<file path="config.mk">
export PLATFORM = sky130hd
export DESIGN_NAME = source_text_tokenizer_top_flat
export DESIGN_NICKNAME = d
export VERILOG_FILES = /design/src/hw/rtl/stt_pkg.sv /design/src/hw/rtl/stt_in_if.sv /design/src/hw/rtl/stt_out_if.sv /design/src/hw/rtl/source_text_tokenizer_top.sv /design/src/hw/rtl/stt_step.sv /design/src/flat_wrapper.sv
export SDC_FILE = /design/constraint.sdc
export NUM_CORES = 1
export LEC_CHECK = 0
export ABC_AREA = 1
export BUFFER_PORTS_ARGS = -buffer_cell sky130_fd_sc_hd__buf_2
export CAP_MARGIN = 40
export CORE_MARGIN = 3
export CORE_UTILIZATION = 45
export CTS_CLUSTER_SIZE = 20
export DETAILED_ROUTE_END_ITERATION = 8
export HOLD_SLACK_MARGIN = 0.05
export SYNTH_ARGS = -nofsm -noshare
export SYNTH_HDL_FRONTEND = slang
export SYNTH_HIERARCHICAL = 1
export SYNTH_SLANG_ARGS = --single-unit
</file>
<file path="constraint.sdc">
create_clock -name clk_i -period 8.6 [get_ports clk_i]
set_input_delay 1.29 -clock clk_i [delete_from_list [all_inputs] [get_ports clk_i]]
set_output_delay 1.29 -clock clk_i [all_outputs]
set_load 0.03 [all_outputs]
</file>
<file path="src/hw/rtl/stt_pkg.sv">
package stt_pkg;

  localparam int unsigned OFFSET_BITS = 24;
  localparam logic [OFFSET_BITS-1:0] POS_MAX = {OFFSET_BITS{1'b1}};
  localparam int unsigned MAX_RES = 3;

  localparam logic [2:0] MODE_IDLE    = 3'd0;
  localparam logic [2:0] MODE_IDENT   = 3'd1;
  localparam logic [2:0] MODE_NUMBER  = 3'd2;
  localparam logic [2:0] MODE_STRING  = 3'd3;
  localparam logic [2:0] MODE_COMMENT = 3'd4;
  localparam logic [2:0] MODE_OPER    = 3'd5;

  localparam logic [5:0] K_IDENT   = 6'd0;
  localparam logic [5:0] K_NUMBER  = 6'd1;
  localparam logic [5:0] K_STRING  = 6'd2;
  localparam logic [5:0] K_KEYWORD = 6'd3;
  localparam logic [5:0] K_NONE    = 6'd0;
  localparam logic [5:0] K_END     = 6'd34;
  localparam logic [5:0] K_BAD     = 6'd35;
  localparam logic [5:0] K_UNTERM  = 6'd36;

  localparam logic [2:0] KW_NONE = 3'd7;

  localparam logic [7:0] CH_SLASH = 8'h2F;
  localparam logic [7:0] CH_AMP   = 8'h26;
  localparam logic [7:0] CH_BAR   = 8'h7C;
  localparam logic [7:0] CH_BANG  = 8'h21;
  localparam logic [7:0] CH_EQ    = 8'h3D;
  localparam logic [7:0] CH_LT    = 8'h3C;
  localparam logic [7:0] CH_GT    = 8'h3E;
  localparam logic [7:0] CH_QUOTE = 8'h22;
  localparam logic [7:0] CH_LF    = 8'h0A;
  localparam logic [7:0] CH_CR    = 8'h0D;
  localparam logic [7:0] CH_TAB   = 8'h09;
  localparam logic [7:0] CH_SPACE = 8'h20;
  localparam logic [7:0] CH_UNDER = 8'h5F;

  localparam logic [47:0] KW_IF     = 48'h6966;
  localparam logic [47:0] KW_ELSE   = 48'h656C7365;
  localparam logic [47:0] KW_WHILE  = 48'h7768696C65;
  localparam logic [47:0] KW_RETURN = 48'h72657475726E;
  localparam logic [47:0] KW_FUNC   = 48'h66756E63;
  localparam logic [47:0] KW_TRUE   = 48'h74727565;
  localparam logic [47:0] KW_FALSE  = 48'h66616C7365;

  typedef struct packed {
    logic [2:0]             mode;
    logic [7:0]             pending;
    logic [OFFSET_BITS-1:0] pos;
    logic [OFFSET_BITS-1:0] tstart;
    logic [47:0]            prefix;
  } state_t;

  typedef struct packed {
    logic [5:0]  kind;
    logic [23:0] start;
    logic [23:0] len;
    logic [2:0]  kw;
    logic [7:0]  bad;
    logic        last;
  } result_t;

  function automatic logic is_digit(logic [7:0] c);
    return c >= 8'h30 && c <= 8'h39;
  endfunction

  function automatic logic is_alpha(logic [7:0] c);
    return (c >= 8'h61 && c <= 8'h7A) || (c >= 8'h41 && c <= 8'h5A);
  endfunction

  function automatic logic is_name(logic [7:0] c);
    return is_alpha(c) || is_digit(c) || c == CH_UNDER;
  endfunction

  function automatic logic is_space(logic [7:0] c);
    return c == CH_SPACE || c == CH_TAB || c == CH_LF || c == CH_CR;
  endfunction

  function automatic logic is_held(logic [7:0] c);
    return c == CH_SLASH || c == CH_AMP || c == CH_BAR || c == CH_BANG ||
           c == CH_EQ || c == CH_LT || c == CH_GT;
  endfunction

  function automatic logic [5:0] single_kind(logic [7:0] c);
    logic [5:0] k;
    case (c)
      8'h2B:   k = 6'd4;
      8'h2D:   k = 6'd5;
      8'h2A:   k = 6'd6;
      8'h25:   k = 6'd7;
      8'h5E:   k = 6'd13;
      8'h28:   k = 6'd24;
      8'h29:   k = 6'd25;
      8'h5B:   k = 6'd26;
      8'h5D:   k = 6'd27;
      8'h7B:   k = 6'd28;
      8'h7D:   k = 6'd29;
      8'h3B:   k = 6'd30;
      8'h3A:   k = 6'd31;
      8'h2C:   k = 6'd32;
      8'h2E:   k = 6'd33;
      default: k = K_NONE;
    endcase
    return k;
  endfunction

  function automatic logic [5:0] alone_kind(logic [7:0] p);
    logic [5:0] k;
    case (p)
      CH_SLASH: k = 6'd8;
      CH_AMP:   k = 6'd10;
      CH_BAR:   k = 6'd12;
      CH_BANG:  k = 6'd15;
      CH_EQ:    k = 6'd17;
      CH_LT:    k = 6'd20;
      default:  k = 6'd23;
    endcase
    return k;
  endfunction

  function automatic logic [5:0] pair_kind(logic [7:0] p, logic [7:0] c);
    logic [5:0] k;
    k = K_NONE;
    if (p == CH_AMP && c == CH_AMP) k = 6'd9;
    else if (p == CH_BAR && c == CH_BAR) k = 6'd11;
    else if (p == CH_BANG && c == CH_EQ) k = 6'd14;
    else if (p == CH_EQ && c == CH_EQ) k = 6'd16;
    else if (p == CH_LT && c == CH_EQ) k = 6'd18;
    else if (p == CH_LT && c == CH_LT) k = 6'd19;
    else if (p == CH_GT && c == CH_EQ) k = 6'd21;
    else if (p == CH_GT && c == CH_GT) k = 6'd22;
    return k;
  endfunction

  function automatic logic [2:0] kw_index(logic [47:0] v);
    logic [2:0] i;
    if (v == KW_IF) i = 3'd0;
    else if (v == KW_ELSE) i = 3'd1;
    else if (v == KW_WHILE) i = 3'd2;
    else if (v == KW_RETURN) i = 3'd3;
    else if (v == KW_FUNC) i = 3'd4;
    else if (v == KW_TRUE) i = 3'd5;
    else if (v == KW_FALSE) i = 3'd6;
    else i = KW_NONE;
    return i;
  endfunction

  function automatic logic [47:0] add_prefix(logic [47:0] v, logic [7:0] c);
    return (v[47:40] != 8'd0) ? {48{1'b1}} : {v[39:0], c};
  endfunction

  function automatic logic [OFFSET_BITS-1:0] sat_inc(logic [OFFSET_BITS-1:0] x);
    return (x == POS_MAX) ? x : x + 1'b1;
  endfunction

  function automatic logic [23:0] clip(logic [OFFSET_BITS-1:0] v);
    return (v > OFFSET_BITS'(24'hFFFFFF)) ? 24'hFFFFFF : 24'(v);
  endfunction

  function automatic result_t mk(logic [5:0] kind, logic [OFFSET_BITS-1:0] start,
                                 logic [OFFSET_BITS-1:0] len, logic [2:0] kw,
                                 logic [7:0] bad);
    result_t r;
    r.kind  = kind;
    r.start = clip(start);
    r.len   = clip(len);
    r.kw    = kw;
    r.bad   = bad;
    r.last  = 1'b0;
    return r;
  endfunction

  function automatic logic [OFFSET_BITS-1:0] span(logic [OFFSET_BITS-1:0] a,
                                                  logic [OFFSET_BITS-1:0] b);
    return (b > a) ? b - a : '0;
  endfunction

endpackage

</file>
<file path="src/hw/rtl/stt_in_if.sv">
interface stt_in_if;
  logic       valid;
  logic       ready;
  logic [7:0] char_byte;
  logic       has_byte;
  logic       end_of_source;

  modport source (output valid, char_byte, has_byte, end_of_source, input ready);
  modport sink (input valid, char_byte, has_byte, end_of_source, output ready);
endinterface

</file>
<file path="src/hw/rtl/stt_out_if.sv">
interface stt_out_if;
  logic        valid;
  logic        ready;
  logic [5:0]  token_kind;
  logic [23:0] start_offset;
  logic [23:0] lexeme_length;
  logic [2:0]  keyword_index;
  logic [7:0]  bad_char;
  logic        last_of_run;

  modport source (output valid, token_kind, start_offset, lexeme_length, keyword_index,
                  bad_char, last_of_run, input ready);
  modport sink (input valid, token_kind, start_offset, lexeme_length, keyword_index,
                bad_char, last_of_run, output ready);
endinterface

</file>
<file path="src/hw/rtl/source_text_tokenizer_top.sv">
// Byte-serial source tokenizer.
// in_i carries one source byte per transfer (char_byte qualified by has_byte)
// and an end_of_source flag that closes the text after that byte.
// out_o carries tokens: kind, start offset, length, keyword index, the
// offending byte of a bad-character result, and last_of_run on the final
// token caused by one input transfer. An input may cause zero to three tokens.
// Tokens of an input are held in the result bank and appear in the cycle after its transfer.
// Throughput: one input per cycle while each input yields at most one token and
// the receiver does not stall; an input yielding more tokens holds off the next
// input while the single output port drains the bank, one token per ready cycle.
// The result bank acts as the output register: a new input is taken in the
// same cycle the last pending token of the previous one transfers.
// When the receiver stalls, tokens hold and in_i.ready drops once the bank
// cannot be freed in that cycle.
// Reset clears the scan state (idle, offset zero) and empties the bank.
// After an end-of-source input the scanner returns to its reset state.
module source_text_tokenizer_top (
  input logic      clk_i,
  input logic      rst_ni,
  stt_in_if.sink   in_i,
  stt_out_if.source out_o
);

  stt_pkg::state_t  state_q, state_d;
  stt_pkg::result_t bank_q [stt_pkg::MAX_RES];
  stt_pkg::result_t bank_d [stt_pkg::MAX_RES];
  logic [1:0]       cnt_q, cnt_d;
  logic [1:0]       idx_q;
  logic             in_xfer, out_xfer, out_valid, on_last;

  stt_step u_step (
    .state_i (state_q),
    .char_i  (in_i.char_byte),
    .has_i   (in_i.has_byte),
    .eos_i   (in_i.end_of_source),
    .state_o (state_d),
    .res_o   (bank_d),
    .count_o (cnt_d)
  );

  assign out_valid  = idx_q < cnt_q;
  assign on_last    = (idx_q + 2'd1) == cnt_q;
  // Accept when the bank is empty or its final token leaves this cycle.
  assign in_i.ready = !out_valid || (out_o.ready && on_last);
  assign in_xfer    = in_i.valid && in_i.ready;
  assign out_xfer   = out_valid && out_o.ready;

  always_ff @(posedge clk_i or negedge rst_ni) begin
    if (!rst_ni) begin
      state_q <= '0;
      cnt_q   <= 2'd0;
      idx_q   <= 2'd0;
    end else if (in_xfer) begin
      state_q <= state_d;
      cnt_q   <= cnt_d;
      idx_q   <= 2'd0;
    end else if (out_xfer) begin
      idx_q <= idx_q + 2'd1;
    end
  end

  // Payload needs no reset.
  always_ff @(posedge clk_i) begin
    if (in_xfer) bank_q <= bank_d;
  end

  assign out_o.valid         = out_valid;
  assign out_o.token_kind    = bank_q[idx_q].kind;
  assign out_o.start_offset  = bank_q[idx_q].start;
  assign out_o.lexeme_length = bank_q[idx_q].len;
  assign out_o.keyword_index = bank_q[idx_q].kw;
  assign out_o.bad_char      = bank_q[idx_q].bad;
  assign out_o.last_of_run   = bank_q[idx_q].last;

endmodule

</file>
<file path="src/hw/rtl/stt_step.sv">
// Next-state and result logic for one source byte.
module stt_step (
  input  stt_pkg::state_t  state_i,
  input  logic [7:0]       char_i,
  input  logic             has_i,
  input  logic             eos_i,
  output stt_pkg::state_t  state_o,
  output stt_pkg::result_t res_o [stt_pkg::MAX_RES],
  output logic [1:0]       count_o
);

  stt_pkg::state_t  s;
  stt_pkg::result_t cand [4];
  logic [3:0]       cv;
  logic             do_begin;
  logic [5:0]       k;
  logic [stt_pkg::OFFSET_BITS-1:0] p;
  logic [1:0]       n;

  always_comb begin
    s        = state_i;
    p        = state_i.pos;
    cv       = '0;
    do_begin = 1'b0;
    k        = stt_pkg::K_NONE;
    for (int i = 0; i < 4; i++) begin
      cand[i] = stt_pkg::mk(stt_pkg::K_END, '0, '0, stt_pkg::KW_NONE, 8'd0);
    end

    if (has_i) begin
      case (state_i.mode)
        stt_pkg::MODE_IDENT: begin
          if (stt_pkg::is_name(char_i)) begin
            s.prefix = stt_pkg::add_prefix(state_i.prefix, char_i);
          end else begin
            cv[0]   = 1'b1;
            cand[0] = stt_pkg::mk((stt_pkg::kw_index(state_i.prefix) == stt_pkg::KW_NONE)
                                  ? stt_pkg::K_IDENT : stt_pkg::K_KEYWORD,
                                  state_i.tstart, stt_pkg::span(state_i.tstart, p),
                                  stt_pkg::kw_index(state_i.prefix), 8'd0);
            do_begin = 1'b1;
          end
        end
        stt_pkg::MODE_NUMBER: begin
          if (!stt_pkg::is_digit(char_i)) begin
            cv[0]    = 1'b1;
            cand[0]  = stt_pkg::mk(stt_pkg::K_NUMBER, state_i.tstart,
                                   stt_pkg::span(state_i.tstart, p), stt_pkg::KW_NONE, 8'd0);
            do_begin = 1'b1;
          end
        end
        stt_pkg::MODE_STRING: begin
          if (char_i == stt_pkg::CH_QUOTE) begin
            cv[0]   = 1'b1;
            cand[0] = stt_pkg::mk(stt_pkg::K_STRING, state_i.tstart,
                                  stt_pkg::span(state_i.tstart, p), stt_pkg::KW_NONE, 8'd0);
            s.mode  = stt_pkg::MODE_IDLE;
          end
        end
        stt_pkg::MODE_COMMENT: begin
          if (char_i == stt_pkg::CH_LF) s.mode = stt_pkg::MODE_IDLE;
        end
        stt_pkg::MODE_OPER: begin
          k = stt_pkg::pair_kind(state_i.pending, char_i);
          if (state_i.pending == stt_pkg::CH_SLASH && char_i == stt_pkg::CH_SLASH) begin
            s.mode = stt_pkg::MODE_COMMENT;
          end else if (k != stt_pkg::K_NONE) begin
            cv[0]   = 1'b1;
            cand[0] = stt_pkg::mk(k, state_i.tstart, stt_pkg::OFFSET_BITS'(2),
                                  stt_pkg::KW_NONE, 8'd0);
            s.mode  = stt_pkg::MODE_IDLE;
          end else begin
            cv[0]    = 1'b1;
            cand[0]  = stt_pkg::mk(stt_pkg::alone_kind(state_i.pending), state_i.tstart,
                                   stt_pkg::OFFSET_BITS'(1), stt_pkg::KW_NONE, 8'd0);
            do_begin = 1'b1;
          end
        end
        default: do_begin = 1'b1;
      endcase

      // Start a new token on the current byte.
      if (do_begin) begin
        s.mode = stt_pkg::MODE_IDLE;
        if (stt_pkg::is_space(char_i)) begin
          s.mode = stt_pkg::MODE_IDLE;
        end else if (char_i == stt_pkg::CH_QUOTE) begin
          s.mode   = stt_pkg::MODE_STRING;
          s.tstart = stt_pkg::sat_inc(p);
        end else if (stt_pkg::is_digit(char_i)) begin
          s.mode   = stt_pkg::MODE_NUMBER;
          s.tstart = p;
        end else if (stt_pkg::is_alpha(char_i) || char_i == stt_pkg::CH_UNDER) begin
          s.mode   = stt_pkg::MODE_IDENT;
          s.tstart = p;
          s.prefix = {40'd0, char_i};
        end else if (stt_pkg::is_held(char_i)) begin
          s.mode    = stt_pkg::MODE_OPER;
          s.pending = char_i;
          s.tstart  = p;
        end else if (stt_pkg::single_kind(char_i) != stt_pkg::K_NONE) begin
          cv[1]   = 1'b1;
          cand[1] = stt_pkg::mk(stt_pkg::single_kind(char_i), p, stt_pkg::OFFSET_BITS'(1),
                                stt_pkg::KW_NONE, 8'd0);
        end else begin
          cv[1]   = 1'b1;
          cand[1] = stt_pkg::mk(stt_pkg::K_BAD, p, stt_pkg::OFFSET_BITS'(1),
                                stt_pkg::KW_NONE, char_i);
        end
      end
      s.pos = stt_pkg::sat_inc(p);
    end

    if (eos_i) begin
      case (s.mode)
        stt_pkg::MODE_IDENT: begin
          cv[2]   = 1'b1;
          cand[2] = stt_pkg::mk((stt_pkg::kw_index(s.prefix) == stt_pkg::KW_NONE)
                                ? stt_pkg::K_IDENT : stt_pkg::K_KEYWORD,
                                s.tstart, stt_pkg::span(s.tstart, s.pos),
                                stt_pkg::kw_index(s.prefix), 8'd0);
        end
        stt_pkg::MODE_NUMBER: begin
          cv[2]   = 1'b1;
          cand[2] = stt_pkg::mk(stt_pkg::K_NUMBER, s.tstart, stt_pkg::span(s.tstart, s.pos),
                                stt_pkg::KW_NONE, 8'd0);
        end
        stt_pkg::MODE_STRING: begin
          cv[2]   = 1'b1;
          cand[2] = stt_pkg::mk(stt_pkg::K_UNTERM, s.tstart, stt_pkg::span(s.tstart, s.pos),
                                stt_pkg::KW_NONE, 8'd0);
        end
        stt_pkg::MODE_OPER: begin
          cv[2]   = 1'b1;
          cand[2] = stt_pkg::mk(stt_pkg::alone_kind(s.pending), s.tstart,
                                stt_pkg::OFFSET_BITS'(1), stt_pkg::KW_NONE, 8'd0);
        end
        default: cv[2] = 1'b0;
      endcase
      cv[3]   = 1'b1;
      cand[3] = stt_pkg::mk(stt_pkg::K_END, s.pos, '0, stt_pkg::KW_NONE, 8'd0);
      s       = '0;
    end
    state_o = s;
  end

  // Pack the valid candidates into the first slots and flag the last one.
  always_comb begin
    n = 2'd0;
    for (int j = 0; j < stt_pkg::MAX_RES; j++) begin
      res_o[j] = cand[3];
    end
    for (int i = 0; i < 4; i++) begin
      if (cv[i] && n != 2'd3) begin
        res_o[n] = cand[i];
        n        = n + 2'd1;
      end
    end
    if (n != 2'd0) res_o[n - 2'd1].last = 1'b1;
    count_o = n;
  end

endmodule

</file>
<file path="src/flat_wrapper.sv">
// flat-port wrapper written by rule: the top's interface ports become plain ports
module source_text_tokenizer_top_flat 
  (clk_i, rst_ni, in_i_valid, in_i_char_byte, in_i_has_byte, in_i_end_of_source, in_i_ready, out_o_valid, out_o_token_kind, out_o_start_offset, out_o_lexeme_length, out_o_keyword_index, out_o_bad_char, out_o_last_of_run, out_o_ready);
  stt_in_if in_i_i ();
  stt_out_if out_o_i ();
  input logic clk_i;
  input logic rst_ni;
  input wire logic [$bits(in_i_i.valid)-1:0] in_i_valid;
  input wire logic [$bits(in_i_i.char_byte)-1:0] in_i_char_byte;
  input wire logic [$bits(in_i_i.has_byte)-1:0] in_i_has_byte;
  input wire logic [$bits(in_i_i.end_of_source)-1:0] in_i_end_of_source;
  output wire logic [$bits(in_i_i.ready)-1:0] in_i_ready;
  output wire logic [$bits(out_o_i.valid)-1:0] out_o_valid;
  output wire logic [$bits(out_o_i.token_kind)-1:0] out_o_token_kind;
  output wire logic [$bits(out_o_i.start_offset)-1:0] out_o_start_offset;
  output wire logic [$bits(out_o_i.lexeme_length)-1:0] out_o_lexeme_length;
  output wire logic [$bits(out_o_i.keyword_index)-1:0] out_o_keyword_index;
  output wire logic [$bits(out_o_i.bad_char)-1:0] out_o_bad_char;
  output wire logic [$bits(out_o_i.last_of_run)-1:0] out_o_last_of_run;
  input wire logic [$bits(out_o_i.ready)-1:0] out_o_ready;
  assign in_i_i.valid = in_i_valid;
  assign in_i_i.char_byte = in_i_char_byte;
  assign in_i_i.has_byte = in_i_has_byte;
  assign in_i_i.end_of_source = in_i_end_of_source;
  assign in_i_ready = in_i_i.ready;
  assign out_o_valid = out_o_i.valid;
  assign out_o_token_kind = out_o_i.token_kind;
  assign out_o_start_offset = out_o_i.start_offset;
  assign out_o_lexeme_length = out_o_i.lexeme_length;
  assign out_o_keyword_index = out_o_i.keyword_index;
  assign out_o_bad_char = out_o_i.bad_char;
  assign out_o_last_of_run = out_o_i.last_of_run;
  assign out_o_i.ready = out_o_ready;
  source_text_tokenizer_top u_core (.clk_i(clk_i), .rst_ni(rst_ni), .in_i(in_i_i), .out_o(out_o_i));
endmodule
</file>
==> summary.txt, run 1 <==
Synthesis
  – Area of the mapped netlist: around 24,000 um^2
  – Mapped Avg Cell Area: a little under 7 um^2
  – Number of synthesized register bits: between 300 and 400
  – Synth warn: 6
  – Count of cell types in the netlist: 57
  – Register area share after synthesis: a little over a third
  – Post-Syn Instances: 3,573

Critical path
  – CP Launch Type: input port
  – Most frequent cell on the critical path: inv_1
  – CP bufs+invs: 8
  – Max incr delay on CP: roughly 0.54 ns
  – CP top delay family: compound AO/OA/AOI/OAI gates
  – Worst-path fanout max: 12
  – Setup Crit Path Kind: in2reg
  – CP max stage cell: nor2_1
  – Worst EP required: 9.01 ns
  – Critical Path AT: about 7.3 ns
  – CP endpoint kind: flip-flop

GRT
  – Total track usage: 33.8%
  – Vias in the first global route: ~23,000
  – Overflow after GRT: 0
  – Largest net degree at the start of global routing: 166
  – Antenna violations before repair: 3
  – First-pass GRT wire length: 147,000 um

Placed design
  – Pre-CTS WS: 1.40 ns
  – RePlAce Congestion: between 1 and 1.5
  – DP Cell Count: about 4,200
  – IO Port Bufs: 81
  – Placed cell area: 25,100 um^2
  – DPL Wire Length: between 70,000 and 80,000 um

Clock network
  – Post-CTS Setup Inserts: 0
  – CTS buffer count: 38
  – Worst-Skew Late Latency: about 0.58 ns
  – Clock Root Buffer: clkbuf_16
  – Clock sinks: between 300 and 400
  – TritonCTS clock tree: yes
  – Clock-pin slew on the worst setup and hold paths: ~0.06 ns
  – Post-CTS Resized: 0
  – Post-CTS Hold Buffers: 0
  – H-tree level count: 2
  – Clock buffer depth: 3

Layout
  – Commonest cells after routing, fill and taps aside: nand2_1 (834), nor2_1 (623), inv_1 (355)
  – FF/Latch Area: ~8700 um^2
  – Share of cells above drive strength 1: 7.62%
  – Fin cells: about 4,300
  – Most common cell after layout, fill and taps aside: nand2_1
  – Final instance area: roughly 26,000 um^2
  – Layout area overhead: 9.12%
  – Fill cells: about 5,400
  – Multi-input gate area: about 13,000 um^2
  – Nets: between 3,000 and 4,000

STA
  – Final setup vio count: 0
  – Post-route setup slack: about 1.8 ns
  – Worst relative slew slack: a little over a third
  – Sum of negative setup slack: 0 ns
  – RSZ-0062 raised after global routing: false
  – Worst-margin pin slew: 0.969 ns
  – WHS: around 0.47 ns
  – Final min period: 6.84 ns
  – Final Cycle Share: around 80%
  – Fin. max-slew vios: 0
  – Hold Fails Final Rpt: 0
  – Final setup skew: between 0.02 and 0.025 ns
  – Max Clk Rate: around 0.15 GHz

Detailed routing
  – Pre-antenna DRT Iters: 6
  – WL/cell: between 20 and 25 um
  – Average vias per placed instance: between 5 and 6
  – Final WL: between 90,000 and 100,000 um
  – DR vias: about 26,000
  – Drt drc: 0
  – DRT antenna net count: 0
  – 1st-iter DRT viols: 3,349

Power and ir drop
  – Sw frac: a little over half
  – Worst IR drop on VDD: between 0.3 and 0.4 mV
  – Leakage: 0.0119 uW
  – Clock power share: 15.0%
  – Combinational fraction of design power: between 60% and 70%
  – Pwr dens: 426 nW/um^2
  – Pint: slightly above 5000 uW
  – Switching pwr: 6140 uW
  – Register share of total power: between 20 and 25%

Die
  – Die extent in x: approximately 240 um
  – Io pins: between 80 and 90
  – Die Area: about 57,000 um^2
  – Die Span Y: ~240 um
  – Row count: 84
  – Initial Util: between 40% and 50%
  – CORE AREA: roughly 53,000 um^2

Status
  – Outcome: finished, final reports clean

Run
  – MaxCap Viol Count: 0

Hold path
  – Worst Hold Class: reg2reg
-- worst paths after layout --
path	startpoint	to	slack [ns]	cells past startpoint
min in group asynchronous	rst_ni	u_core/state_q[60]	0.55	1
worst min register to register	u_core/state_q[21]	u_core/state_q[21]	0.47	2
worst min-delay path	u_core/state_q[21]	u_core/state_q[21]	0.47	2
worst max register to register	u_core/state_q[73]	u_core/bank_q[161]	2.21	29
worst max-delay path	in_i_char_byte[3]	u_core/bank_q[161]	1.76	30
max in group asynchronous	rst_ni	u_core/state_q[95]	6.79	4
-- registers in the layout (all words and copies together) (netlist names) --
signal          flops
u_core/bank_q     198
u_core/state_q    107
u_core/idx_q        2
u_core/cnt_q        2
-- synthesized netlist by cell type, drive strengths merged --
library cell,number,area (um^2)
o41ai,2,17.5
o21ai,244,1230
nor3b,1,7.51
fa,2,40.0
o311ai,2,17.5
a211oi,2,15.0
o2111ai,4,35.0
ha,59,738
a21boi,3,22.5
edfxtp,198,5950
nor2b,1,6.26
nand3b,6,45.0
buf,95,591
a31oi,11,68.8
o31ai,73,548
a41oi,1,8.76
a22oi,32,240
a21oi,179,907
inv,376,1410
nand2,849,3220
a211o,1,8.76
o21bai,5,37.5
o211ai,48,360
or2,21,131
conb,1,3.75
nor3,38,190
o221ai,5,43.8
o311a,1,10.0
nor2,633,2420
o22ai,33,206
o21a,11,82.6
a21o,3,22.5
clkbuf,104,390
a221oi,4,35.0
xor2,32,280
nor4,19,119
dfrtp,111,2780
a32oi,2,17.5
clkinv,3,11.3
xnor2,13,114
nand3,303,1530
and3,1,6.26
nand4,41,257
-- layout make-up --
class	instances	area share, %
antenna	1	0.00948
clock buffer	50	3.93
clock inverter	20	0.958
tap	688	3.26
timing repair buffer	145	3.72
inverter	379	5.43
multi-input combinational	2693	49.6
sequential	309	33.1
-- metal layers --
metal  wire, um  up-vias  global-route usage [%]
met4       3100        4                    10.6
met3       9920      205                    6.14
met1      43600    12300                    49.8
li1           -    11900                       -
met2      41700     1368                    50.4
met5         27        -                       0
-- power by group through the flow --
stage | clock network, uW | registers (uW) | logic [uW]
6_report | 1690 | 2720 | 6820
5_1_grt | 1770 | 2780 | 7280
4_1_cts | 1720 | 2720 | 6650
3_5_place_dp | 0 | 2740 | 6620
3_3_place_gp | 0 | 2730 | 6610
2_1_floorplan | 0 | 2610 | 4440
-- through the flow --
step	util [%]	total power (uW)
after CTS	49.9	11100
final	49.9	11200
after detailed placement	47.5	9360
after global placement	47.2	9340
after global routing	49.9	11800
after floorplan	-	7040
-- worst register-to-register path, delay by kind of cell (launching register included) --
family	cells	cell delay [ns]
and+or+nand+nor	15	2.90
AOI/OAI and AO/OA	9	1.45
buffers and inverters	3	0.69
DFF	1	0.56
adders and majority gates	1	0.54
xor gates and xnor gates	1	0.12
-- logic make-up (layout without fill, tap and decap cells) --
group | Yosys count | in the layout | synth area share (%)
xor+xnor | 45 | 45 | 1.63
compound gates | 666 | 666 | 16.3
flops | 309 | 309 | 36.1
simple gates | 1913 | 1913 | 32.8
buf+inv | 578 | 594 | 9.95
other cells | 1 | 9 | 0.0155
fa+ha+maj | 61 | 61 | 3.22
No activity file was read; power rests on OpenSTA's default activity.
==> run 2: changes to the inputs <==
- clock period: 8.6 -> 5.6 ns (I/O delays scaled with it)
==> summary.txt, run 2 (same netlist as run 1, synthesis figures left out) <==
Critical path
  – FF-to-FF path depth: 26
  – Critical Path AT: 5.50 ns
  – Max incr delay on CP: 0.43 ns
  – CP Launch Type: flip-flop
  – Reg2Reg Setup Slack: between 0.3 and 0.4 ns
  – CP endpoint kind: flip-flop
  – FF-to-FF Start: u_core/state_q[72]
  – Worst-path fanout max: 6
  – Critical Path Sink: u_core/bank_q[31]
  – Worst EP required: between 5 and 6 ns
  – Reg2reg end: u_core/bank_q[31]
  – CP max stage cell: dfrtp_2
  – Critical path origin: u_core/state_q[72]
  – Setup Crit Path Kind: reg2reg

Detailed routing
  – Final WL: 99,100 um
  – Average vias per placed instance: slightly below 6
  – WL/cell: 22.5 um
  – Pre-antenna DRT Iters: 8
  – DR vias: roughly 26,000
  – Drt drc: 0
  – 1st-iter DRT viols: ~2,900
  – DRT antenna net count: 0

Clock network
  – Post-CTS Hold Buffers: 0
  – CTS buffer count: 38
  – TritonCTS clock tree: yes
  – Clock-pin slew on the worst setup and hold paths: about 0.060 ns
  – Clock Root Buffer: clkbuf_16
  – Worst-Skew Late Latency: between 0.5 and 0.6 ns
  – Clock sinks: 309
  – H-tree level count: 2
  – Clock buffer depth: 3

Die
  – CORE AREA: between 50,000 and 60,000 um^2
  – Io pins: slightly above 80
  – Die Area: 56,500 um^2
  – Row count: 84
  – Initial Util: a little under half
  – Die Span Y: between 200 and 250 um
  – Die extent in x: around 240 um

STA
  – Worst relative slew slack: 35.9%
  – Final setup vio count: 0
  – Final min period: 5.22 ns
  – Post-route setup slack: around 0.38 ns
  – Fin. max-slew vios: 0
  – Max Clk Rate: approximately 0.19 GHz
  – Final setup skew: 0.0287 ns
  – RSZ-0062 raised after global routing: false
  – Worst-margin pin slew: 0.953 ns
  – Final Cycle Share: between 90 and 100%
  – Hold Fails Final Rpt: 0

Power and ir drop
  – Pwr Total: between 15,000 and 20,000 uW
  – Worst IR drop on VDD: between 0.5 and 0.6 mV
  – Pwr dens: roughly 650 nW/um^2
  – Leakage: between 0.01 and 0.015 uW

Placed design
  – RePlAce Congestion: roughly 1.1
  – Pre-CTS WS: -0.346 ns
  – Placed cell area: ~26,000 um^2
  – IO Port Bufs: 81
  – DPL Wire Length: between 70,000 and 80,000 um

Layout
  – Final instance area: roughly 28,000 um^2
  – Commonest cells after routing, fill and taps aside: nand2_1 (833), nor2_1 (614), inv_1 (353)
  – Top reg by flops: u_core/bank_q
  – Top flop regs: u_core/bank_q: 198 flops, u_core/state_q: 107 flops
  – Most common cell after layout, fill and taps aside: nand2_1
  – Nets: ~3,800
  – ANT cells: 0
  – Share of cells above drive strength 1: 11.6%
  – Number of flip-flops in the largest register: ~200
  – Fill cells: about 5,300
  – Layout area overhead: 14.0%

GRT
  – First-pass GRT wire length: 148,000 um
  – Largest net degree at the start of global routing: between 100 and 150
  – Overflow after GRT: 0
  – Vias in the first global route: approximately 24,000
  – Total track usage: around a third
  – Antenna violations before repair: 2

Status
  – Outcome: finished, final reports clean

Run
  – MaxCap Viol Count: 0

Hold path
  – Worst Hold Class: in2async
run 2: stage by stage:
stage / util (%) / setup TNS [ns] / cells / hold WS, ns
2_1_floorplan: - / 0 / 3580 / 0.442
3_3_place_gp: 49.2 / -14.08 / 4334 / 0.454
3_5_place_dp: 49.4 / -12.78 / 4339 / 0.458
4_1_cts: 51.9 / 0 / 4408 / 0.0801
5_1_grt: 52.1 / 0 / 4410 / 0.0941
6_report: 52.1 / 0 / 4410 / 0.106
run 2: cell type report:
class | instances | area, um^2 | area share [%]
Tap cell | 688 | 861 | 3.12
Clock inverter | 26 | 327 | 1.18
Clock buffer | 43 | 991 | 3.59
Timing Repair Buffer | 272 | 2020 | 7.34
Inverter | 379 | 1430 | 5.20
Multi-Input combinational cell | 2693 | 13200 | 47.9
Sequential cell | 309 | 8730 | 31.7
run 2: how the worst min path moves through the flow:
stage               cells after the start                from            endpoint
detailed placement                      2  u_core/state_q[58]  u_core/state_q[58]
global route                            1              rst_ni  u_core/state_q[63]
CTS                                     1              rst_ni  u_core/state_q[63]
floorplan                               2  u_core/state_q[21]  u_core/state_q[21]
finish                                  1              rst_ni  u_core/state_q[63]
global placement                        2   u_core/state_q[3]   u_core/state_q[3]
run 2: power by group:
group | leakage, uW | switching, uW | internal (uW)
sequential | 0.00341 | 446 | 3520
combinational | 0.00854 | 7950 | 3290
clock | 0.000644 | 1060 | 1610
total | 0.0126 | 9450 | 8420
run 2: metal layers:
layer  wire length (um)  track usage, %  up-vias
met5                 13               0        -
met4               3140            10.1        2
met3              10800            7.95      209
met2              41500            50.3     1424
met1              43700            49.9    12400
li1                   -               -    12100
run 2: critical path, delay by kind of cell, from the launching register on:
family,cells,cell delay (ns)
AO/OA/AOI/OAI,7,1.62
flip-flops,1,0.43
AND/OR/NAND/NOR,11,1.64
adder cells (fa/ha/maj),2,0.61
buffers and inverters,5,0.45
XOR/XNOR,1,0.19
run 2: timing repair:
item | CTS | global route
endpoints found under the setup margin | 0 | 72
resized for setup | 0 | 29
setup buffers | 0 | 2
